## config.mk

```make
export PLATFORM = sky130hd
export DESIGN_NAME = sse_event_stream_parser_core
export DESIGN_NICKNAME = d
export VERILOG_FILES = /design/src/design/ssep_pkg.sv /design/src/design/ssep_front.sv /design/src/design/ssep_op_queue.sv /design/src/design/ssep_back.sv /design/src/design/sse_event_stream_parser_core.sv
export SDC_FILE = /design/constraint.sdc
export NUM_CORES = 1
export LEC_CHECK = 0
export BUFFER_PORTS_ARGS = -buffer_cell sky130_fd_sc_hd__buf_2
export CAP_MARGIN = 5
export CORE_ASPECT_RATIO = 1.1
export CORE_UTILIZATION = 45
export DETAILED_ROUTE_END_ITERATION = 10
export RECOVER_POWER = 50
export SYNTH_ARGS = -nofsm -noshare
export SYNTH_HDL_FRONTEND = slang
export SYNTH_SLANG_ARGS = --single-unit
```

## constraint.sdc

```tcl
create_clock -name clk -period 8.6 [get_ports clk]
set_input_delay 0.86 -clock clk [delete_from_list [all_inputs] [get_ports clk]]
set_output_delay 0.86 -clock clk [all_outputs]
set_load 0.01 [all_outputs]
```

## src/design/ssep_pkg.sv

```systemverilog
`default_nettype none
// ----------------------------------------------------------------------------
// SSE parser package
// Shared types, codes and name tables for the event stream parser blocks.
// ----------------------------------------------------------------------------
package ssep_pkg;

  // Operation codes passed from the front end to the parser.
  localparam logic [1:0] OP_CHAR  = 2'd0;
  localparam logic [1:0] OP_NL    = 2'd1;
  localparam logic [1:0] OP_FLUSH = 2'd2;

  // Result kinds.
  localparam logic [2:0] K_EVENT_START = 3'd0;
  localparam logic [2:0] K_EVENT_BYTE  = 3'd1;
  localparam logic [2:0] K_DATA_BYTE   = 3'd2;
  localparam logic [2:0] K_ID_START    = 3'd3;
  localparam logic [2:0] K_ID_BYTE     = 3'd4;
  localparam logic [2:0] K_RETRY_SET   = 3'd5;
  localparam logic [2:0] K_RETRY_CLEAR = 3'd6;
  localparam logic [2:0] K_DISPATCH    = 3'd7;

  // Line phases.
  localparam logic [2:0] PH_START   = 3'd0;
  localparam logic [2:0] PH_NAME    = 3'd1;
  localparam logic [2:0] PH_VALUE   = 3'd2;
  localparam logic [2:0] PH_COMMENT = 3'd3;
  localparam logic [2:0] PH_SKIP    = 3'd4;

  // Field codes.
  localparam logic [2:0] F_EVENT = 3'd0;
  localparam logic [2:0] F_DATA  = 3'd1;
  localparam logic [2:0] F_ID    = 3'd2;
  localparam logic [2:0] F_RETRY = 3'd3;
  localparam logic [2:0] F_NONE  = 3'd4;

  // Retry number parser states.
  localparam logic [2:0] RP_LEAD   = 3'd0;
  localparam logic [2:0] RP_SIGN   = 3'd1;
  localparam logic [2:0] RP_DIGITS = 3'd2;
  localparam logic [2:0] RP_DONE   = 3'd3;
  localparam logic [2:0] RP_FAIL   = 3'd4;
  localparam logic [2:0] RP_OVER   = 3'd5;

  // Character codes.
  localparam logic [7:0] CH_LF    = 8'h0A;
  localparam logic [7:0] CH_CR    = 8'h0D;
  localparam logic [7:0] CH_COLON = 8'h3A;
  localparam logic [7:0] CH_SPACE = 8'h20;
  localparam logic [7:0] CH_TAB   = 8'h09;
  localparam logic [7:0] CH_VT    = 8'h0B;
  localparam logic [7:0] CH_FF    = 8'h0C;
  localparam logic [7:0] CH_PLUS  = 8'h2B;
  localparam logic [7:0] CH_MINUS = 8'h2D;
  localparam logic [7:0] CH_ZERO  = 8'h30;
  localparam logic [7:0] CH_NINE  = 8'h39;

  // Largest accumulator that may still take one more digit without overflow.
  // The low threshold applies to digits above 7 (positive) or above 8 (negative).
  localparam logic [63:0] RETRY_THR_HI = 64'd922337203685477580;
  localparam logic [63:0] RETRY_THR_LO = 64'd922337203685477579;

  // Classified item from the front end.
  typedef struct packed {
    logic [1:0] op;
    logic [7:0] ch;
    logic       is_colon;
    logic       is_space;
    logic       is_blank;
    logic       is_digit;
  } op_t;

  // Field name match progress.
  typedef struct packed {
    logic       bad;
    logic [1:0] cand;
    logic [2:0] len;
  } nm_t;

  localparam nm_t NM_EMPTY = '{bad: 1'b0, cand: 2'd0, len: 3'd0};

  // One result item.
  typedef struct packed {
    logic [2:0]  kind;
    logic [7:0]  value_byte;
    logic [63:0] retry_value;
    logic        last;
  } result_t;

  // Up to two results caused by one operation.
  typedef struct packed {
    logic [1:0] n;
    result_t    r0;
    result_t    r1;
  } pair_t;

  // Length of each recognized field name.
  function automatic logic [2:0] name_len(input logic [1:0] cand);
    logic [2:0] l;
    case (cand)
      2'd0:    l = 3'd5;
      2'd1:    l = 3'd4;
      2'd2:    l = 3'd2;
      default: l = 3'd5;
    endcase
    return l;
  endfunction

  // Character of a recognized field name at a given position.
  function automatic logic [7:0] name_char(input logic [1:0] cand, input logic [2:0] idx);
    logic [7:0] c;
    c = 8'h00;
    case (cand)
      2'd0: begin
        case (idx)
          3'd0: c = "e";
          3'd1: c = "v";
          3'd2: c = "e";
          3'd3: c = "n";
          3'd4: c = "t";
          default: c = 8'h00;
        endcase
      end
      2'd1: begin
        case (idx)
          3'd0: c = "d";
          3'd1: c = "a";
          3'd2: c = "t";
          3'd3: c = "a";
          default: c = 8'h00;
        endcase
      end
      2'd2: begin
        case (idx)
          3'd0: c = "i";
          3'd1: c = "d";
          default: c = 8'h00;
        endcase
      end
      default: begin
        case (idx)
          3'd0: c = "r";
          3'd1: c = "e";
          3'd2: c = "t";
          3'd3: c = "r";
          3'd4: c = "y";
          default: c = 8'h00;
        endcase
      end
    endcase
    return c;
  endfunction

  // Advance the name match by one character.
  function automatic nm_t name_step(input nm_t nm, input logic [7:0] c);
    nm_t q;
    q = nm;
    if (nm.bad) begin
      q = nm;
    end else if (nm.len == 3'd0) begin
      q.len = 3'd1;
      if (c == name_char(2'd0, 3'd0)) q.cand = 2'd0;
      else if (c == name_char(2'd1, 3'd0)) q.cand = 2'd1;
      else if (c == name_char(2'd2, 3'd0)) q.cand = 2'd2;
      else if (c == name_char(2'd3, 3'd0)) q.cand = 2'd3;
      else q.bad = 1'b1;
    end else if (nm.len < name_len(nm.cand) && name_char(nm.cand, nm.len) == c) begin
      q.len = nm.len + 3'd1;
    end else begin
      q.bad = 1'b1;
    end
    return q;
  endfunction

  // Field recognized by a completed name, or none.
  function automatic logic [2:0] name_field(input nm_t nm);
    logic [2:0] f;
    if (nm.bad || nm.len == 3'd0) f = F_NONE;
    else if (nm.len == name_len(nm.cand)) f = {1'b0, nm.cand};
    else f = F_NONE;
    return f;
  endfunction

endpackage
`default_nettype wire

```

## src/design/ssep_front.sv

```systemverilog
`default_nettype none
// ----------------------------------------------------------------------------
// SSE parser front end
// Accepts stream items, folds CR and CRLF into one newline and classifies
// each byte for the parser.
// ----------------------------------------------------------------------------
module ssep_front import ssep_pkg::*; (
  input  wire logic       clk,
  input  wire logic       rst,
  input  wire logic       req_valid,
  output logic            req_ready,
  input  wire logic       mode,
  input  wire logic [7:0] byte_req,
  output logic            op_valid,
  input  wire logic       op_ready,
  output op_t             op_data
);

  logic pending_cr;
  logic pending_cr_next;
  logic drop;
  logic accept;

  // An LF right after a CR carries no meaning and produces no operation.
  assign drop      = !mode && byte_req == CH_LF && pending_cr;
  assign req_ready = op_ready;
  assign op_valid  = req_valid && !drop;
  assign accept    = req_valid && req_ready;

  // Classify the item.
  always_comb begin
    op_data.ch       = byte_req;
    op_data.is_colon = byte_req == CH_COLON;
    op_data.is_space = byte_req == CH_SPACE;
    op_data.is_blank = byte_req == CH_SPACE || byte_req == CH_TAB ||
                       byte_req == CH_VT || byte_req == CH_FF;
    op_data.is_digit = byte_req >= CH_ZERO && byte_req <= CH_NINE;
    if (mode) op_data.op = OP_FLUSH;
    else if (byte_req == CH_CR || byte_req == CH_LF) op_data.op = OP_NL;
    else op_data.op = OP_CHAR;
  end

  // Remember a CR so that a following LF is dropped.
  always_comb begin
    pending_cr_next = pending_cr;
    if (accept) pending_cr_next = !mode && byte_req == CH_CR;
  end

  always_ff @(posedge clk) begin
    if (rst) begin
      pending_cr <= 1'b0;
    end else begin
      pending_cr <= pending_cr_next;
    end
  end

endmodule
`default_nettype wire

```

## src/design/ssep_op_queue.sv

```systemverilog
`default_nettype none
// ----------------------------------------------------------------------------
// SSE parser operation queue
// Two-entry queue of classified items between the front end and the parser.
// ----------------------------------------------------------------------------
module ssep_op_queue import ssep_pkg::*; (
  input  wire logic clk,
  input  wire logic rst,
  input  wire logic push_valid,
  output logic      push_ready,
  input  wire op_t  push_data,
  output logic      pop_valid,
  input  wire logic pop_ready,
  output op_t       pop_data
);

  op_t        entries [2];
  logic       wptr;
  logic       rptr;
  logic [1:0] cnt;
  logic       push;
  logic       pop;

  assign push_ready = cnt != 2'd2;
  assign pop_valid  = cnt != 2'd0;
  assign pop_data   = entries[rptr];
  assign push       = push_valid && push_ready;
  assign pop        = pop_valid && pop_ready;

  // Entry storage.
  always_ff @(posedge clk) begin
    if (push) entries[wptr] <= push_data;
  end

  // Pointers and fill count.
  always_ff @(posedge clk) begin
    if (rst) begin
      wptr <= 1'b0;
      rptr <= 1'b0;
      cnt  <= 2'd0;
    end else begin
      if (push) wptr <= !wptr;
      if (pop) rptr <= !rptr;
      cnt <= cnt + {1'b0, push} - {1'b0, pop};
    end
  end

  a_cnt_bound: assert property (@(posedge clk) disable iff (rst) cnt <= 2'd2)
    else $error("operation queue count out of range");

endmodule
`default_nettype wire

```

## src/design/ssep_back.sv

```systemverilog
`default_nettype none
// ----------------------------------------------------------------------------
// SSE parser back end
// Carries out one classified item per cycle while its four-entry result queue
// has room for two: line phases, field name match, retry number parse, dispatch.
// ----------------------------------------------------------------------------
module ssep_back import ssep_pkg::*; (
  input  wire logic         clk,
  input  wire logic         rst,
  input  wire logic         op_valid,
  output logic              op_ready,
  input  wire op_t          op_data,
  output logic              rsp_valid,
  input  wire logic         rsp_ready,
  output logic [2:0]        kind,
  output logic [7:0]        value_byte,
  output logic signed [63:0] retry_value,
  output logic              last
);

  // Parser state.
  logic [2:0]  phase;
  logic [2:0]  phase_next;
  nm_t         nm;
  nm_t         nm_next;
  logic        vfc;
  logic        vfc_next;
  logic        seen;
  logic        seen_next;
  logic        dne;
  logic        dne_next;
  logic [63:0] acc;
  logic [63:0] acc_next;
  logic [2:0]  rps;
  logic [2:0]  rps_next;
  logic        neg;
  logic        neg_next;

  // Result queue.
  result_t     oq [4];
  logic [1:0]  wptr;
  logic [1:0]  rptr;
  logic [2:0]  cnt;
  logic        op_pop;
  logic        rsp_pop;
  pair_t       rp;

  // Working values.
  logic [2:0]  f;
  logic [3:0]  d;
  logic [63:0] thr;
  logic [63:0] acc_x10;
  logic [63:0] rv_out;
  logic        end_now;

  function automatic pair_t emit(input pair_t p, input logic [2:0] k,
                                 input logic [7:0] b, input logic [63:0] v);
    pair_t   q;
    result_t r;
    q = p;
    r.kind        = k;
    r.value_byte  = b;
    r.retry_value = v;
    r.last        = 1'b0;
    if (p.n == 2'd0) q.r0 = r;
    else q.r1 = r;
    q.n = p.n + 2'd1;
    return q;
  endfunction

  // A recognized field opens: event and id restart their value, data joins lines.
  function automatic pair_t open_field(input pair_t p, input logic [2:0] fld,
                                       input logic data_ne);
    pair_t q;
    q = p;
    if (fld == F_EVENT) q = emit(p, K_EVENT_START, 8'h00, 64'd0);
    else if (fld == F_ID) q = emit(p, K_ID_START, 8'h00, 64'd0);
    else if (fld == F_DATA && data_ne) q = emit(p, K_DATA_BYTE, CH_LF, 64'd0);
    return q;
  endfunction

  // Take an item only while the result queue has room for two results.
  assign op_pop   = op_valid && cnt <= 3'd2;
  assign op_ready = cnt <= 3'd2;

  // Retry digit arithmetic.
  always_comb begin
    f = name_field(nm);
    d = op_data.ch[3:0];
    if (neg) thr = (d <= 4'd8) ? RETRY_THR_HI : RETRY_THR_LO;
    else thr = (d <= 4'd7) ? RETRY_THR_HI : RETRY_THR_LO;
    acc_x10 = {acc[60:0], 3'b000} + {acc[62:0], 1'b0} + {60'd0, d};
    rv_out  = neg ? (64'd0 - acc) : acc;
  end

  // Parser step.
  always_comb begin
    phase_next = phase;
    nm_next    = nm;
    vfc_next   = vfc;
    seen_next  = seen;
    dne_next   = dne;
    acc_next   = acc;
    rps_next   = rps;
    neg_next   = neg;
    rp         = '0;
    end_now    = 1'b0;

    unique case (op_data.op)
      OP_NL: begin
        if (phase == PH_START) begin
          if (seen) rp = emit(rp, K_DISPATCH, 8'h00, 64'd0);
          seen_next = 1'b0;
          dne_next  = 1'b0;
        end else begin
          end_now = 1'b1;
        end
      end
      OP_FLUSH: begin
        end_now = phase != PH_START;
      end
      OP_CHAR: begin
        unique case (phase)
          PH_START: begin
            if (op_data.is_colon) begin
              phase_next = PH_COMMENT;
            end else begin
              phase_next = PH_NAME;
              nm_next    = name_step(NM_EMPTY, op_data.ch);
            end
          end
          PH_NAME: begin
            if (op_data.is_colon) begin
              if (f == F_NONE) begin
                phase_next = PH_SKIP;
              end else begin
                seen_next = 1'b1;
                rp = open_field(rp, f, dne);
                if (f == F_RETRY) begin
                  acc_next = 64'd0;
                  neg_next = 1'b0;
                  rps_next = RP_LEAD;
                end
                phase_next = PH_VALUE;
                vfc_next   = 1'b1;
              end
            end else begin
              nm_next = name_step(nm, op_data.ch);
            end
          end
          PH_VALUE: begin
            vfc_next = 1'b0;
            if (!(vfc && op_data.is_space)) begin
              if (f == F_EVENT) begin
                rp = emit(rp, K_EVENT_BYTE, op_data.ch, 64'd0);
              end else if (f == F_DATA) begin
                rp = emit(rp, K_DATA_BYTE, op_data.ch, 64'd0);
                dne_next = 1'b1;
              end else if (f == F_ID) begin
                rp = emit(rp, K_ID_BYTE, op_data.ch, 64'd0);
              end else if (f == F_RETRY) begin
                // Retry number: blanks, sign, then one run of digits.
                unique case (rps) inside
                  RP_LEAD: begin
                    if (op_data.is_blank) begin
                      rps_next = RP_LEAD;
                    end else if (op_data.ch == CH_PLUS) begin
                      rps_next = RP_SIGN;
                    end else if (op_data.ch == CH_MINUS) begin
                      neg_next = 1'b1;
                      rps_next = RP_SIGN;
                    end else if (op_data.is_digit) begin
                      if (acc > thr) rps_next = RP_OVER;
                      else begin
                        acc_next = acc_x10;
                        rps_next = RP_DIGITS;
                      end
                    end else begin
                      rps_next = RP_FAIL;
                    end
                  end
                  RP_SIGN, RP_DIGITS: begin
                    if (op_data.is_digit) begin
                      if (acc > thr) rps_next = RP_OVER;
                      else begin
                        acc_next = acc_x10;
                        rps_next = RP_DIGITS;
                      end
                    end else begin
                      rps_next = (rps == RP_SIGN) ? RP_FAIL : RP_DONE;
                    end
                  end
                  default: rps_next = rps;
                endcase
              end
            end
          end
          default: phase_next = phase;
        endcase
      end
      default: phase_next = phase;
    endcase

    // End of a line that holds something.
    if (end_now) begin
      if (phase == PH_NAME && f != F_NONE) begin
        seen_next = 1'b1;
        rp = open_field(rp, f, dne);
        if (f == F_RETRY) rp = emit(rp, K_RETRY_CLEAR, 8'h00, 64'd0);
      end else if (phase == PH_VALUE && f == F_RETRY) begin
        if (rps == RP_DIGITS || rps == RP_DONE) rp = emit(rp, K_RETRY_SET, 8'h00, rv_out);
        else rp = emit(rp, K_RETRY_CLEAR, 8'h00, 64'd0);
      end
      phase_next = PH_START;
      nm_next    = NM_EMPTY;
      vfc_next   = 1'b0;
    end

    // End of stream dispatches any pending event and returns to the reset state.
    if (op_data.op == OP_FLUSH) begin
      if (seen_next) rp = emit(rp, K_DISPATCH, 8'h00, 64'd0);
      phase_next = PH_START;
      nm_next    = NM_EMPTY;
      vfc_next   = 1'b0;
      seen_next  = 1'b0;
      dne_next   = 1'b0;
      acc_next   = 64'd0;
      rps_next   = RP_LEAD;
      neg_next   = 1'b0;
    end

    // Mark the final result of this item.
    if (rp.n == 2'd2) rp.r1.last = 1'b1;
    else if (rp.n == 2'd1) rp.r0.last = 1'b1;
  end

  always_ff @(posedge clk) begin
    if (rst) begin
      phase <= PH_START;
      nm    <= NM_EMPTY;
      vfc   <= 1'b0;
      seen  <= 1'b0;
      dne   <= 1'b0;
      acc   <= 64'd0;
      rps   <= RP_LEAD;
      neg   <= 1'b0;
    end else if (op_pop) begin
      phase <= phase_next;
      nm    <= nm_next;
      vfc   <= vfc_next;
      seen  <= seen_next;
      dne   <= dne_next;
      acc   <= acc_next;
      rps   <= rps_next;
      neg   <= neg_next;
    end
  end

  // Result queue: up to two writes and one read per cycle.
  assign rsp_valid   = cnt != 3'd0;
  assign rsp_pop     = rsp_valid && rsp_ready;
  assign kind        = oq[rptr].kind;
  assign value_byte  = oq[rptr].value_byte;
  assign retry_value = $signed(oq[rptr].retry_value);
  assign last        = oq[rptr].last;

  always_ff @(posedge clk) begin
    if (op_pop && rp.n != 2'd0) oq[wptr] <= rp.r0;
    if (op_pop && rp.n == 2'd2) oq[wptr + 2'd1] <= rp.r1;
  end

  always_ff @(posedge clk) begin
    if (rst) begin
      wptr <= 2'd0;
      rptr <= 2'd0;
      cnt  <= 3'd0;
    end else begin
      if (op_pop) wptr <= wptr + rp.n;
      if (rsp_pop) rptr <= rptr + 2'd1;
      cnt <= cnt + (op_pop ? {1'b0, rp.n} : 3'd0) - {2'b00, rsp_pop};
    end
  end

  a_oq_bound: assert property (@(posedge clk) disable iff (rst) cnt <= 3'd4)
    else $error("result queue overflow");

  a_flush_clears: assert property (@(posedge clk) disable iff (rst)
    (op_pop && op_data.op == OP_FLUSH) |=> (phase == PH_START && !seen && rps == RP_LEAD))
    else $error("end of stream did not return the parser to its reset state");

  a_dispatch_last: assert property (@(posedge clk) disable iff (rst)
    (rsp_valid && kind == K_DISPATCH) |-> last)
    else $error("dispatch is not the final result of its item");

endmodule
`default_nettype wire

```

## src/design/sse_event_stream_parser_core.sv

```systemverilog
`default_nettype none
// ----------------------------------------------------------------------------
// SSE event stream parser
// Parses a byte stream into tagged field bytes, retry updates and dispatches.
//
//   Channel  Handshake              Payload
//   request  req_valid/req_ready    mode, byte_req
//   result   rsp_valid/rsp_ready    kind, value_byte, retry_value, last
//
// Takes one item per cycle unless a queue is full; an item gives zero, one
// or two results, and the result side drains one result per cycle, so items
// that give two results hold the result side longer. Each item is registered
// in the item queue and then in the result queue before a result is offered.
// Reset is synchronous and empties both queues; there is no clearing pass.
// The two-entry item queue and the four-entry result queue let the request
// and result sides stall independently.
// ----------------------------------------------------------------------------
module sse_event_stream_parser_core import ssep_pkg::*; (
  input  wire logic         clk,
  input  wire logic         rst,
  input  wire logic         req_valid,
  output logic              req_ready,
  input  wire logic         mode,
  input  wire logic [7:0]   byte_req,
  output logic              rsp_valid,
  input  wire logic         rsp_ready,
  output logic [2:0]        kind,
  output logic [7:0]        value_byte,
  output logic signed [63:0] retry_value,
  output logic              last
);

  logic f_valid;
  logic f_ready;
  op_t  f_op;
  logic q_valid;
  logic q_ready;
  op_t  q_op;

  // Byte normalization and classification.
  ssep_front u_front (
    .clk       (clk),
    .rst       (rst),
    .req_valid (req_valid),
    .req_ready (req_ready),
    .mode      (mode),
    .byte_req  (byte_req),
    .op_valid  (f_valid),
    .op_ready  (f_ready),
    .op_data   (f_op)
  );

  // Decoupling queue.
  ssep_op_queue u_queue (
    .clk        (clk),
    .rst        (rst),
    .push_valid (f_valid),
    .push_ready (f_ready),
    .push_data  (f_op),
    .pop_valid  (q_valid),
    .pop_ready  (q_ready),
    .pop_data   (q_op)
  );

  // Line parser and result queue.
  ssep_back u_back (
    .clk         (clk),
    .rst         (rst),
    .op_valid    (q_valid),
    .op_ready    (q_ready),
    .op_data     (q_op),
    .rsp_valid   (rsp_valid),
    .rsp_ready   (rsp_ready),
    .kind        (kind),
    .value_byte  (value_byte),
    .retry_value (retry_value),
    .last        (last)
  );

endmodule
`default_nettype wire
```

==> results of run 1 <==
==> flip-flops by register name, summed over array words and instances, names as in the netlist, named ones only <==
signal and count:
u_back.acc 64, u_back.cnt 3, u_back.dne 1, u_back.neg 1
u_back.nm 6, u_back.oq 304, u_back.phase 3, u_back.rps 3
u_back.rptr 2, u_back.seen 1, u_back.vfc 1, u_back.wptr 2
u_front.pending_cr 1, u_queue.cnt 2, u_queue.entries 28, u_queue.rptr 1
u_queue.wptr 1
==> worst min path at each step <==
stage / cells after the start / endpoint / startpoint / slack [ps]
global placement: 2 / u_front.pending_cr$_SDFFE_PP0P_ / u_front.pending_cr$_SDFFE_PP0P_ / 440
floorplan: 2 / u_front.pending_cr$_SDFFE_PP0P_ / u_front.pending_cr$_SDFFE_PP0P_ / 440
CTS: 2 / u_front.pending_cr$_SDFFE_PP0P_ / u_front.pending_cr$_SDFFE_PP0P_ / 460
detailed placement: 2 / u_front.pending_cr$_SDFFE_PP0P_ / u_front.pending_cr$_SDFFE_PP0P_ / 450
finish: 2 / u_front.pending_cr$_SDFFE_PP0P_ / u_front.pending_cr$_SDFFE_PP0P_ / 460
global route: 2 / u_front.pending_cr$_SDFFE_PP0P_ / u_front.pending_cr$_SDFFE_PP0P_ / 470
==> kinds of logic after synthesis <==
| group | Yosys count | synth area share (%) |
|---|---|---|
| xor+xnor | 136 | 4.787 |
| flops | 427 | 46.74 |
| mux | 96 | 7.713 |
| buf+inv | 186 | 2.826 |
| compound gates | 509 | 13.29 |
| fa+ha+maj | 156 | 7.934 |
| simple gates | 915 | 16.71 |
==> power by group through the flow <==
stage | Combinational (mW) | Sequential, mW | Clock (mW)
after floorplan | 0.884 | 2.32 | 0
final | 1.20 | 2.36 | 1.92
after global placement | 1.21 | 2.41 | 0
after global routing | 1.30 | 2.38 | 2.03
after CTS | 1.22 | 2.37 | 1.96
after detailed placement | 1.22 | 2.41 | 0
==> cell type report <==
type / instances / area, um2
Tap cell: 736 / 920.9
Clock inverter: 30 / 260.3
Multi-Input combinational cell: 1812 / 12560
Sequential cell: 427 / 11640
Clock buffer: 53 / 1177
Fill cell: 5101 / 27480
Timing Repair Buffer: 116 / 504.2
Inverter: 50 / 187.7
==> worst max-delay path: stages, from the launching register on <==
cell	delay, ps
dfxtp_1	2030
clkbuf_1	2580
mux4_2	800
clkbuf_1	170
==> synth_stat cells, types with 24 or more instances <==
library cell	count
nor2_1	353
edfxtp_1	308
nand2_1	249
a21oi_1	158
ha_1	153
dfxtp_1	119
clkbuf_1	115
xnor2_1	104
o21ai_0	96
mux4_2	76
nor3_1	67
nand3_1	65
inv_1	49
a22o_1	47
xor2_1	32
nand4_1	30
a21o_1	29
o31ai_1	25
nor2b_1	24
==> per-layer routing <==
| layer | up-vias | global-route usage (%) | share of wire, % |
|---|---|---|---|
| met5 | - | 0 | 0 |
| met4 | 0 | 5.425 | 1.8 |
| met3 | 77 | 2.978 | 5.2 |
| met2 | 503 | 36.57 | 46 |
| met1 | 9214 | 34.21 | 47 |
| li1 | 9015 | - | - |
==> flow_metrics.py, run 1 <==
metrics = {
    "outcome": {
        "status": "complete, but fails checks",
        "violations": "DRC, capacitance limit, slew limit",
    },
    "synthesis": {
        "avgSynthCellArea_um2": 10.26,
        "synth_edf_count": 308,
        "yosys_warnings": 0,
        "synth-seq-cells": 427,
        "syn_inst": 2425,
        "yosys_most_used_dff": "edfxtp_1",
        "synth_cell_types": 80,
        "yosys-top-cells-area": "edfxtp_1 (37%), dfxtp_1 (9.6%), ha_1 (7.7%)",
        "synth-seq-area-share_pct": 46.74,
        "ys_async_sr_fraction_pct": 0,
        "syn-cell-area_mm2": 0.02488,
        "syn-num-nets": 2594,
        "yosysTopAreaCellShare_pct": 37.17,
        "yosys.area.top_type": "edfxtp_1",
    },
    "detailed_routing": {
        "wl_per_cell_um": 20.42,
        "totalWireLength_mm": 65.85,
        "viasPerCell": 5.834,
        "drtPass1Iterations": 11,
        "drt_iter0_markers": 1549,
        "ant_nets": 0,
        "vias": 18810,
        "drc": 2,
    },
    "power_and_ir_drop": {
        "p_seq_share_pct": 43.2,
        "power.density_mw_per_mm2": 201.0,
        "leakage_nw": 9.305,
        "power_frac_clock_pct": 35.0,
        "combPwrFrac_pct": 21.8,
        "power_mw": 5.477,
        "internal_power_mw": 3.842,
        "ir_drop_mv": 0.1394,
        "swShare_pct": 29.86,
        "p_switching_mw": 1.635,
    },
    "floorplanning": {
        "core_mm2": 0.05473,
        "fp-row-count": 90,
        "boundaryPins": 91,
        "die-area_mm2": 0.05624,
        "initial_core_util_pct": 45.47,
        "die_h_um": 248.6,
        "die_width_um": 226.2,
    },
    "clocking": {
        "postCtsHoldBufs": 0,
        "cts_buffer_depth": 3,
        "cts.sinks": 427,
        "cts_inserted_buffers": 45,
        "clk_pin_slew_worst_paths_ps": 60,
        "cts.htree.levels": 2,
        "postCtsSetupRepairBufs": 0,
        "cts_tree": "yes",
        "ctsResizeCount": 0,
        "cts_root_buf": "clkbuf_16",
        "clkLatencyLatePin_ps": 590,
    },
    "sta": {
        "setup_ws_ps": 1494,
        "holdWs_ps": 455.9,
        "worst_pin_slew_ps": 3479,
        "rsz0062_at_grt": "no",
        "drv_slew": 507,
        "hold_viol": 0,
        "layout_min_cycle_time_ps": 7106,
        "fin_skew_ps": 32.94,
        "fin_crit_sh_pct": 82.63,
        "max_freq_mhz": 140.7,
        "setup_tns_ps": 0,
        "max_slew_margin_pct": -131.9,
        "setup_viol": 0,
    },
    "placement": {
        "port_buffers": 90,
        "dp_hpwl_mm": 45.44,
        "placedInstanceArea_mm2": 0.02598,
        "placed_cells": 3141,
        "place_ws_ps": 1702,
        "place_congestion": 0.8679,
    },
    "global_route": {
        "grt_max_degree": 71,
        "antenna_found_initial": 0,
        "grt_use_total_pct": 23.33,
        "grt_pass1_vias": 18290,
        "grt_overflow_total": 0,
        "grt_first_pass_wirelength_mm": 103.7,
    },
    "worst_setup_path": {
        "path_class": "reg -> out",
        "r2r-end": "u_back.oq[1][40]$_DFFE_PP_",
        "endpoint_kind": "output port",
        "r2r_cells": 22,
        "crit_required_ps": 7740,
        "cp_max_fo": 40,
        "r2r_start": "u_back.nm[4]$_SDFFE_PP0P_",
        "start_kind": "flop",
        "crit_end": "retry_value[0]",
        "critPathArrivalTime_ps": 6250,
        "r2r_setup_slack_ps": 1510,
    },
    "cells_and_area": {
        "drive_gt1_share_pct": 8.561,
        "nets": 2621,
        "final_core_util_pct": 49.79,
        "syn_to_final_growth_pct": 9.503,
        "n_antenna_cell": 0,
        "final_cells": 3224,
        "mostFrequentLayoutCell": "nor2_1",
        "final_area_mm2": 0.02725,
        "final_cell_mix": "nor2_1 (352), edfxtp_1 (308), nand2_1 (249), a21oi_1 (158), ha_1 (153)",
    },
    "flow_run": {
        "max_cap_viol_count": 10,
    },
    "min_path": {
        "hp-class": "reg -> reg",
    },
}
No activity file was read; power rests on OpenSTA's default activity.
==> run 2, diff against run 1 <==
- clock period: 8.6 -> 7.35 ns (I/O delays scaled with it)
==> run 2 against run 1 <==
Net effect: the flow still finishes with violations (DRC, capacitance limit, slew limit); first-iteration DRC count grew 3.7%; largest power group unchanged; register-to-register slack got worse by 820 ps; flip-flop and latch count unchanged; critical path type is now reg -> reg.
==> flow_metrics.py, run 2 (synthesized netlist as in run 1, its figures left out) <==
metrics = {
    "outcome": {
        "status": "complete, but fails checks",
        "violations": "DRC, capacitance limit, slew limit",
    },
    "clocking": {
        "cts_inserted_buffers": 44,
        "cts_tree": "yes",
        "cts.htree.levels": 2,
        "cts_root_buf": "clkbuf_16",
        "clk_pin_slew_worst_paths_ps": 60,
        "postCtsHoldBufs": 0,
        "postCtsSetupRepairBufs": 0,
        "ctsResizeCount": 0,
        "cts.sinks": 427,
        "clkLatencyLatePin_ps": 590,
        "cts_buffer_depth": 3,
    },
    "sta": {
        "fin_crit_sh_pct": 90.56,
        "setup_ws_ps": 693.9,
        "drv_slew": 277,
        "setup_viol": 0,
        "worst_pin_slew_ps": 3348,
        "hold_viol": 0,
        "layout_min_cycle_time_ps": 6656,
        "rsz0062_at_grt": "no",
        "max_freq_mhz": 150.2,
        "fin_skew_ps": 19.72,
        "setup_tns_ps": 0,
        "max_slew_margin_pct": -123.2,
    },
    "global_route": {
        "antenna_found_initial": 0,
        "grt_max_degree": 75,
        "grt_use_total_pct": 23.31,
        "grt_overflow_total": 0,
        "grt_first_pass_wirelength_mm": 103.5,
        "grt_pass1_vias": 18310,
    },
    "worst_setup_path": {
        "cp-startpoint": "u_back.nm[4]$_SDFFE_PP0P_",
        "start_kind": "flop",
        "critPathArrivalTime_ps": 6930,
        "cp_max_fo": 70,
        "cp_num_buf_inv": 4,
        "r2r_setup_slack_ps": 690,
        "crit_chain": "inv_1 > ha_1 > inv_1 > ha_1 > nor2b_1 > and4_1 > o2111ai_1 > o21a_1 > inv_1 > ha_1 > xor2_1 > a21oi_1 > o31ai_1 > o21ai_0 > ha_1 > nor2_1 > nand2b_1 > nand3_2 > buf_2 > o21ai_0",
        "r2r-end": "u_back.oq[0][0]$_DFFE_PP_",
        "path_class": "reg -> reg",
        "endpoint_kind": "flop",
        "slowest_delay_ps": 1170,
        "r2r_start": "u_back.nm[4]$_SDFFE_PP0P_",
        "path_delay_family": "compound AO/OA/AOI/OAI gates",
        "r2r_cells": 20,
        "crit_required_ps": 7620,
        "cp_slowest_cell": "buf_2",
        "crit_top_cell": "ha_1",
    },
    "power_and_ir_drop": {
        "power.density_mw_per_mm2": 236.8,
        "ir_drop_mv": 0.1986,
        "leakage_nw": 9.347,
        "power_mw": 6.486,
    },
    "detailed_routing": {
        "drtPass1Iterations": 8,
        "ant_nets": 0,
        "drc": 2,
        "wl_per_cell_um": 20.25,
        "drt_iter0_markers": 1607,
        "viasPerCell": 5.823,
        "totalWireLength_mm": 65.35,
        "vias": 18790,
    },
    "cells_and_area": {
        "syn_to_final_growth_pct": 10.08,
        "final_cell_mix": "nor2_1 (352), edfxtp_1 (308), nand2_1 (250), a21oi_1 (158), ha_1 (153)",
        "fillers": 5038,
        "mostFrequentLayoutCell": "nor2_1",
        "top_regs": "u_back.oq: 304 flops, u_back.acc: 64 flops, u_queue.entries: 28 flops",
        "nets": 2625,
        "largest_reg_flops": 304,
        "n_antenna_cell": 0,
        "top_register": "u_back.oq",
        "drive_gt1_share_pct": 8.270,
    },
    "floorplanning": {
        "boundaryPins": 91,
        "die-area_mm2": 0.05624,
        "die_h_um": 248.6,
        "fp-row-count": 90,
        "die_width_um": 226.2,
        "initial_core_util_pct": 45.47,
        "core_mm2": 0.05473,
    },
    "placement": {
        "dp_hpwl_mm": 45.05,
        "port_buffers": 90,
        "place_ws_ps": 859.5,
        "place_congestion": 0.8692,
    },
    "flow_run": {
        "max_cap_viol_count": 5,
    },
    "min_path": {
        "hp-class": "in -> reg",
        "hp-start": "byte_req[6]",
        "min_path_cells": 1,
        "whs_endpoint": "u_queue.entries[1][10]$_DFFE_PP_",
    },
}
-- run 2: cell count changes in the layout (fill, tap and decap cells not counted), sizes merged --
| cell | previous run | this run |
|---|---|---|
| buf | 21 | 23 |
| bufinv | 3 | 6 |
| clkbuf | 148 | 147 |
| clkinv | 20 | 19 |
| clkinvlp | 4 | 3 |
| inv | 53 | 54 |
-- run 2: how the worst max path moves through the flow --
stage                                 endpoint  depth (start not counted)
floorplan            u_back.oq[1][0]$_DFFE_PP_                         26
global placement    u_back.oq[2][56]$_DFFE_PP_                         22
detailed placement   u_back.oq[0][7]$_DFFE_PP_                         22
CTS                 u_back.oq[0][23]$_DFFE_PP_                         22
global route        u_back.oq[3][13]$_DFFE_PP_                         21
finish               u_back.oq[0][0]$_DFFE_PP_                         20
-- run 2: cell type report --
| class | instances | area [um2] | area share [%] |
|---|---|---|---|
| tap | 736 | 920.9 | 3.362 |
| timing repair buffer | 121 | 603.1 | 2.202 |
| multi-input combinational | 1812 | 12560 | 45.86 |
| clock inverter | 32 | 341.6 | 1.247 |
| sequential | 427 | 11640 | 42.48 |
| inverter | 50 | 187.7 | 0.6852 |
| clock buffer | 49 | 1141 | 4.166 |
-- run 2: routing by layer --
| metal | vias up | GRT usage [%] | wire [um] | part of all wire, % |
|---|---|---|---|---|
| met1 | 9106 | 33.80 | 30510 | 47 |
| met4 | 0 | 5.676 | 1265 | 1.9 |
| li1 | 9040 | - | - | - |
| met2 | 566 | 37.00 | 29920 | 46 |
| met3 | 78 | 2.789 | 3648 | 5.6 |
| met5 | - | 0 | 0 | 0 |
-- run 2: where the power goes --
part	switching [mW]	internal, mW	total [mW]
Combinational	0.792	0.590	1.38
Clock	0.990	1.34	2.33
Sequential	0.130	2.64	2.77
-- run 2: stage by stage --
stage	area [um2]	hold slack (ps)	utilization, %	cells
3_3_place_gp	26090	443.7	47.68	3146
3_5_place_dp	26090	451.6	47.68	3146
5_1_grt	27390	387.9	50.05	3227
4_1_cts	27580	331.2	50.39	3227
2_1_floorplan	24880	436.7	-	2425
6_report	27390	396.5	50.05	3227
-- run 2: worst register-to-register path: cells and delay by family, from the launching register on --
kind,cells,cell delay (ps)
AOI/OAI and AO/OA,6,1830
xor gates and xnor gates,1,150
and+or+nand+nor,5,940
DFF,1,740
buffers and inverters,4,1480
adders and majority gates,4,1190
